File: src/rtl/core/srbfc_pkg.sv
// Package for the serial ring buffer with RTS/CTS flow control.
// Holds ring sizes, command codes, register indexes and the control/status structs.
// No dependencies.
package srbfc_pkg;

  localparam int RX_DEPTH = 32;
  localparam int TX_DEPTH = 4096;

  localparam int RX_AW = $clog2(RX_DEPTH);
  localparam int TX_AW = $clog2(TX_DEPTH);
  localparam int RX_CW = $clog2(RX_DEPTH + 1);
  localparam int TX_CW = $clog2(TX_DEPTH + 1);

  localparam int BYTE_W     = 8;
  localparam int WATER_W    = 5;
  localparam int RX_COUNT_W = 6;
  localparam int TX_COUNT_W = 13;
  localparam int RX_CMP_W   = (RX_CW > WATER_W) ? RX_CW : WATER_W;

  localparam int CFG_AW = 3;
  localparam int CFG_DW = 32;

  localparam logic [WATER_W-1:0] LOW_WATER_RST  = WATER_W'(8);
  localparam logic [WATER_W-1:0] HIGH_WATER_RST = WATER_W'(15);

  // Register index as decoded from paddr[2]
  localparam logic REG_LOW_WATER  = 1'b0;
  localparam logic REG_HIGH_WATER = 1'b1;

  typedef enum logic [2:0] {
    CMD_HOST_WRITE = 3'd0,
    CMD_HOST_READ  = 3'd1,
    CMD_RX_BYTE    = 3'd2,
    CMD_TX_READY   = 3'd3,
    CMD_LINE_CHG   = 3'd4,
    CMD_FLUSH      = 3'd5
  } command_t;

  // Datapath commands issued by the controller for one word
  typedef struct packed {
    logic exec;
    logic tx_wr;
    logic tx_rd;
    logic rx_wr;
    logic rx_rd;
    logic rx_clear;
    logic rts_low_check;
    logic irq_we;
    logic irq_val;
    logic drop;
  } dp_cmd_t;

  // Ring status reported back to the controller
  typedef struct packed {
    logic tx_full;
    logic tx_empty;
    logic rx_full;
    logic rx_empty;
    logic rx_near_full;
  } dp_status_t;

endpackage

File: src/rtl/core/srbfc_ctrl.sv
// Controller for the serial ring buffer: decodes each word into datapath commands
// and sequences the output register. Depends on srbfc_pkg.
module srbfc_ctrl (
  input  logic                   clk,
  input  logic                   rst,
  input  logic                   in_valid,
  output logic                   in_stall,
  input  logic [2:0]             command,
  input  logic                   cts,
  output logic                   out_valid,
  input  logic                   out_stall,
  input  srbfc_pkg::dp_status_t  status,
  output srbfc_pkg::dp_cmd_t     cmd,
  output logic                   load_out
);
  import srbfc_pkg::*;

  typedef enum logic {
    ST_IDLE,
    ST_LOAD
  } state_t;

  state_t state;
  logic   exec;

  assign in_stall = (state != ST_IDLE);
  assign exec     = in_valid && (state == ST_IDLE);
  assign load_out = (state == ST_LOAD) && (!out_valid || !out_stall);

  always_comb begin
    cmd      = '0;
    cmd.exec = exec;
    if (exec) begin
      unique case (command)
        CMD_HOST_WRITE: begin
          cmd.tx_wr   = !status.tx_full;
          cmd.irq_we  = !status.tx_full || cts;
          cmd.irq_val = 1'b1;
        end
        CMD_HOST_READ: begin
          cmd.rx_rd         = !status.rx_empty;
          cmd.rts_low_check = 1'b1;
        end
        CMD_RX_BYTE: begin
          cmd.rx_wr = !status.rx_full;
          cmd.drop  = status.rx_full;
        end
        CMD_TX_READY: begin
          cmd.tx_rd   = !status.tx_empty && cts;
          cmd.irq_we  = status.tx_empty || !cts;
          cmd.irq_val = 1'b0;
        end
        CMD_LINE_CHG: begin
          cmd.irq_we  = 1'b1;
          cmd.irq_val = cts;
        end
        CMD_FLUSH: begin
          cmd.rx_clear = status.rx_near_full;
        end
        default: begin
          // unused codes only report status
        end
      endcase
    end
  end

  always_ff @(posedge clk) begin
    if (rst) begin
      state     <= ST_IDLE;
      out_valid <= 1'b0;
    end else begin
      unique case (state)
        ST_IDLE: begin
          if (exec) state <= ST_LOAD;
        end
        ST_LOAD: begin
          if (load_out) state <= ST_IDLE;
        end
        default: state <= ST_IDLE;
      endcase
      if (load_out) begin
        out_valid <= 1'b1;
      end else if (out_valid && !out_stall) begin
        out_valid <= 1'b0;
      end
    end
  end

endmodule

File: config.mk
export PLATFORM = sky130hd
export DESIGN_NAME = srbfc_ctrl
export DESIGN_NICKNAME = d
export VERILOG_FILES = /design/src/rtl/core/srbfc_pkg.sv /design/src/rtl/core/srbfc_ctrl.sv
export SDC_FILE = /design/constraint.sdc
export NUM_CORES = 1
export LEC_CHECK = 0
export BUFFER_PORTS_ARGS = -buffer_cell sky130_fd_sc_hd__buf_4
export CAP_MARGIN = 20
export CORE_AREA = 2 2 39 41
export CTS_BUF_LIST = sky130_fd_sc_hd__clkbuf_16
export CTS_CLUSTER_DIAMETER = 50
export DETAILED_ROUTE_END_ITERATION = 6
export DIE_AREA = 0 0 41 43
export GPL_TIMING_DRIVEN = 0
export PLACE_DENSITY = 0.5
export SLEW_MARGIN = 25
export SYNTH_ARGS = -nofsm -noshare
export SYNTH_HDL_FRONTEND = slang
export SYNTH_SLANG_ARGS = --single-unit
File: constraint.sdc
create_clock -name clk -period 1 [get_ports clk]
set_input_delay 0.05 -clock clk [delete_from_list [all_inputs] [get_ports clk]]
set_output_delay 0.05 -clock clk [all_outputs]
set_load 0.1 [all_outputs]
==> qor.csv, run 1 <==
metric,value,unit
status,"finished, violations left",
violated checks,setup timing,
Hold Startpoint,out_stall,
final non-filler cell total,79,
vias in the first global route,331,
Fill cells,124,
endpoints failing setup,13,
vias after detailed routing,345,
worst flop-to-flop path startpoint,in_stall,
register area share after synthesis,0.187,
Site Rows,14,
count of pins over their slew limit,0,
Yosys top cell area share,0.187,
Remaining DRCs,0,
Die Wd,41,um
fin area,818,um2
Die ar.,0.00176,mm2
global-route wire length before repair,1460,um
Post-Synthesis Cell Area,214,um2
vias per cell,4.37,
# placed instances,68,
Worst setup SP type,register,
Hold Path Class,in2reg,
Synth area leaders,"dfxtp_1 (19%), nor3_1 (12%), nor4b_2 (7.0%)",
"area leader, netlist",dfxtp_1,
Ys Warns,0,
R2R Setup Slk,-20,ps
WL/cell,11.3,um
post-synthesis area per instance,7.92,um2
Post-Synthesis Net Count,40,
Final Util,0.591,
PD cells,1380,mW/mm2
initial antenna violation count,0,
post-synthesis register bit count,2,
Max Cap Violations,0,
crit path launch,in_stall,
final WL,894,um
most frequent cells in the layout,"buf_4 (17), buf_12 (11), nor3_4 (4), buf_6 (4), clkbuf_16 (3)",
gpl congestion,0.586,
maximum vdd drop,1.22,mV
Clock transition at path regs,30,ps
post-synth cell types,19,
ant diodes,0,
unrepaired setup endpoints after global routing,true,
Tightest Pin Transition,280,ps
Setup WS post-layout,-566,ps
period utilisation layout,1.57,
final antenna-violating net count,0,
share of cells above drive strength 1,0.825,
Post-Synthesis Cells,27,
TritonCTS clock tree,yes,
Setup Total Neg Slack,-4960,ps
area grow syn2layout,282,%
Top Ports,26,
Crit Path Class,reg2out,
largest net degree at the start of global routing,8,
PortBufs,25,
Critical Path AT,1520,ps
Root Buffer,clkbuf_16,
drt initial violations,0,
Max Root-Sink Buffers,2,
Rel. slew slack,0.815,
Leakage,0.354,nW
final hold vios,0,
die height,43,um
GRT Total Usage,0.128,
worst skew pair latency,220,ps
GRT Residual Overflow,0,
H-tree depth,1,
core footprint,0.00138,mm2
"Min Clock Period, post-route",1570,ps
Placed Area,512,um2
CP endpoint kind,output port,
Setup Skew,2.95,ps
Required @ worst endpoint,950,ps
"commonest non-fill, non-tap cell in the layout",buf_4,
hold slack,95.7,ps
DRT Pass-1 Iters,1,
Peak Freq,639,MHz
nets@finish,77,
Num CTS Buffers,3,
initial core utilization,0.155,
CP max FO,3,
post-DP HPWL,583,um
CTS Sinks,2,
## sequential cells by signal, summed over array words and instances, names as in the netlist
register   count
out_valid      1
in_stall       1
## power breakdown
part | internal (mW) | switching [mW]
Sequential | 0.0873 | 0.00548
Combinational | 0.175 | 0.249
Clock | 0.514 | 0.0979
Total | 0.776 | 0.352
## synth_stat cells
master	instances
and4bb_1	1
buf_4	1
nand3_1	1
or3_1	1
nor3b_2	1
a21oi_1	2
nor3_1	5
or3b_4	1
inv_1	2
nand2b_4	1
nand2_1	1
nor2_1	2
nor4b_2	1
nor2b_1	1
a21boi_0	1
a22oi_1	1
o211ai_1	1
dfxtp_1	2
nor3b_1	1
## critical path: stages (launching register included)
cell and delay, ps:
dfxtp_4 330, nand2b_4 140, or3b_4 400, nor3b_4 220, buf_12 200
## timing repair
| action | CTS | global route |
|---|---|---|
| endpoints found under the hold margin | 2 | 0 |
| setup endpoints to repair | 11 | 12 |
| resized for setup | 38 | 3 |
| pin swaps | 2 | 1 |
| setup buffers | 4 | 2 |
| hold buffers | 1 | 0 |
## per-layer routing
metal / wire, um / vias to the layer above / GRT usage
met3: 89 / 4 / 0.0471
met5: 0 / - / 0
li1: - / 172 / -
met1: 319 / 149 / 0.147
met4: 25 / 0 / 0.100
met2: 460 / 20 / 0.181
## worst paths after layout
check,cells after the start,endpoint
worst max-delay path,4,cmd[0]
worst min-delay path,3,out_valid
worst max register to register,5,in_stall
worst min register to register,2,out_valid
## metrics by stage
step                      worst slack (ps)  power, mW
after floorplan                      -1540      0.315
after global placement                -504      0.414
after detailed placement              -482      0.414
after CTS                             -571       1.12
after global routing                  -608       1.18
final                                 -566       1.13
## layout make-up
| cell class | instances | area, um2 | share of cell area |
|---|---|---|---|
| timing repair buffer | 32 | 392 | 0.479 |
| multi-input combinational | 22 | 264 | 0.323 |
| clock buffer | 3 | 75.1 | 0.0917 |
| sequential | 2 | 45.0 | 0.0550 |
| tap | 16 | 20.0 | 0.0245 |
| buffer | 1 | 11.3 | 0.0138 |
| inverter | 2 | 7.51 | 0.00917 |
| clock inverter | 1 | 3.75 | 0.00459 |
## kinds of logic after synthesis
logic type | share of synthesized area
AO/OA/AOI/OAI | 0.152
flip-flops | 0.187
AND/OR/NAND/NOR | 0.591
buffers and inverters | 0.0702
No activity file was read; power rests on OpenSTA's default activity.
==> run 2: changes to the inputs <==
--- a/config.mk
+++ b/config.mk
@@ -18,3 +18,4 @@
 export SYNTH_ARGS = -nofsm -noshare
 export SYNTH_HDL_FRONTEND = slang
 export SYNTH_SLANG_ARGS = --single-unit
+export TNS_END_PERCENT = 5
==> qor.csv, run 2 (same netlist as run 1, synthesis figures left out) <==
metric,value,unit,change
status,"finished, violations left",,
violated checks,setup timing,,
most frequent cells in the layout,"buf_4 (17), buf_6 (6), buf_12 (6)",,
GRT Residual Overflow,0,,unchanged
fin area,709,um2,-13%
maximum vdd drop,0.985,mV,-19%
final antenna-violating net count,0,,unchanged
Critical Path AT,1530,ps,about the same
Num CTS Buffers,3,,unchanged
CTS Sinks,2,,unchanged
Slowest cell on crit path,or3b_4,,
"Min Clock Period, post-route",1580,ps,+13.6 ps
gpl congestion,0.597,,+1.8%
Setup WS post-layout,-579,ps,-13.6 ps
WP buf/inv,1,,unchanged
die height,43,um,unchanged
share of cells above drive strength 1,0.767,,-0.0587
hold path endpoint,out_valid,,
post-DP HPWL,556,um,-4.7%
Clk pwr share,0.572,,+0.029
total internal power,0.745,mW,-4.0%
ant diodes,0,,unchanged
"commonest non-fill, non-tap cell in the layout",buf_4,,
crit-path leading delay family,simple AND/OR/NAND/NOR gates,,
worst skew pair latency,230,ps,about the same
logic gate share of total power,0.344,,-0.031
Die Wd,41,um,unchanged
vias in the first global route,342,,+3.3%
Peak Freq,633,MHz,-0.86%
area grow syn2layout,232,%,
CP max FO,3,,unchanged
vias per cell,4.30,,-1.5%
Crit Path Class,reg2out,,
endpoints failing setup,11,,-2
PD cells,1540,mW/mm2,+12%
Placed Area,474,um2,-7.3%
final hold vios,0,,unchanged
Tightest Pin Transition,281,ps,+0.610 ps
CP endpoint kind,output port,,
# placed instances,68,,unchanged
Remaining DRCs,0,,unchanged
initial antenna violation count,0,,unchanged
Clock transition at path regs,30,ps,about the same
DRT Pass-1 Iters,1,,unchanged
WL/cell,10.8,um,-4.8%
worst flop-to-flop path startpoint,in_stall,,
GRT Total Usage,0.117,,-0.0110
switch share,0.317,,+0.00540
final WL,819,um,-8.4%
Worst setup SP type,register,,
hold slack,95.3,ps,-0.330 ps
CP peak stage delay,380,ps,-20 ps
Tot Pwr,1.09,mW,-3.3%
"Critical Path, Cell by Cell",nand2b_4 > or3b_4 > nor3b_2 > buf_6,,
TritonCTS clock tree,yes,,
H-tree depth,1,,unchanged
R2R depth,3,,-2
Max Cap Violations,0,,unchanged
unrepaired setup endpoints after global routing,true,,
vias after detailed routing,327,,-5.2%
Reg power frac,0.084,,+0.002
drt initial violations,0,,unchanged
Max Root-Sink Buffers,2,,unchanged
sw power,0.347,mW,-1.6%
dpl ws,-470,ps,+12.9 ps
Site Rows,14,,unchanged
Rel. slew slack,0.814,,about the same
Setup Total Neg Slack,-4810,ps,+148 ps
R2R Setup Slk,140,ps,+160 ps
largest net degree at the start of global routing,8,,unchanged
Hold Path Class,in2reg,,
Required @ worst endpoint,950,ps,about the same
initial core utilization,0.155,,unchanged
final non-filler cell total,76,,-3.8%
period utilisation layout,1.58,,+0.0136
core footprint,0.00138,mm2,unchanged
Final Util,0.513,,-0.0787
Hold Startpoint,out_stall,,
global-route wire length before repair,1320,um,-9.0%
Leakage,0.309,nW,-13%
PortBufs,25,,unchanged
Worst Hold Depth,3,,unchanged
Top Ports,26,,unchanged
Setup Skew,4.77,ps,+1.82 ps
count of pins over their slew limit,0,,unchanged
nets@finish,74,,-3.9%
Die ar.,0.00176,mm2,unchanged
Root Buffer,clkbuf_16,,
RR Endpoint,in_stall,,
## run 2: cell count changes in the layout (fill, tap and decap cells not counted)
cell,delta
nor3b_4,-1
inv_1,+1
nor3_4,-3
buf_12,-5
inv_2,-1
nor3_2,+2
buf_6,+2
dfxtp_1,+1
nor3b_2,+1
dfxtp_2,-1
nor3_1,+1
## run 2: worst min-delay path: stages
cell and delay [ps]:
buf_4 100, a21oi_1 60, nor2_1 70
## run 2: worst max-delay path by stage
| stage | from | end | slack, ps | cells after the start |
|---|---|---|---|---|
| floorplan | in_stall | cmd[5] | -1540 | 3 |
| global placement | in_stall | cmd[2] | -470 | 4 |
| detailed placement | in_stall | cmd[2] | -470 | 4 |
| CTS | in_stall | cmd[0] | -610 | 4 |
| global route | in_stall | cmd[0] | -620 | 4 |
| finish | in_stall | cmd[0] | -580 | 4 |
## run 2: timing repair
item | in CTS | in global routing
gates cloned | 0 | 0
gates resized for setup | 26 | 2
buffers inserted | 2 | 1
setup endpoints to repair | 11 | 12
hold buffers | 1 | 0
pin swaps | 5 | 3
hold endpoints to repair | 2 | 0
## run 2: metal layers
metal / vias to the layer above / track usage / share of wire
met5: - / 0 / 0
met4: 0 / 0.100 / 0.026
met3: 2 / 0.0628 / 0.14
met2: 20 / 0.159 / 0.50
met1: 139 / 0.125 / 0.34
li1: 166 / - / -
## run 2: power groups by stage
stage	clock, mW	sequential [mW]	combinational [mW]
final	0.624	0.0920	0.376
after global routing	0.642	0.0923	0.392
after CTS	0.634	0.0917	0.365
after detailed placement	0	0.0947	0.303
after global placement	0	0.0951	0.302
after floorplan	0	0.140	0.165
## run 2: final cells by class
class,instances,area [um2]
Buffer,1,7.51
Clock buffer,3,75.1
Clock inverter,1,3.75
Fill cell,134,674
Inverter,2,7.51
Multi-Input combinational cell,22,234
Sequential cell,2,43.8
Tap cell,16,20.0
Timing Repair Buffer,29,318
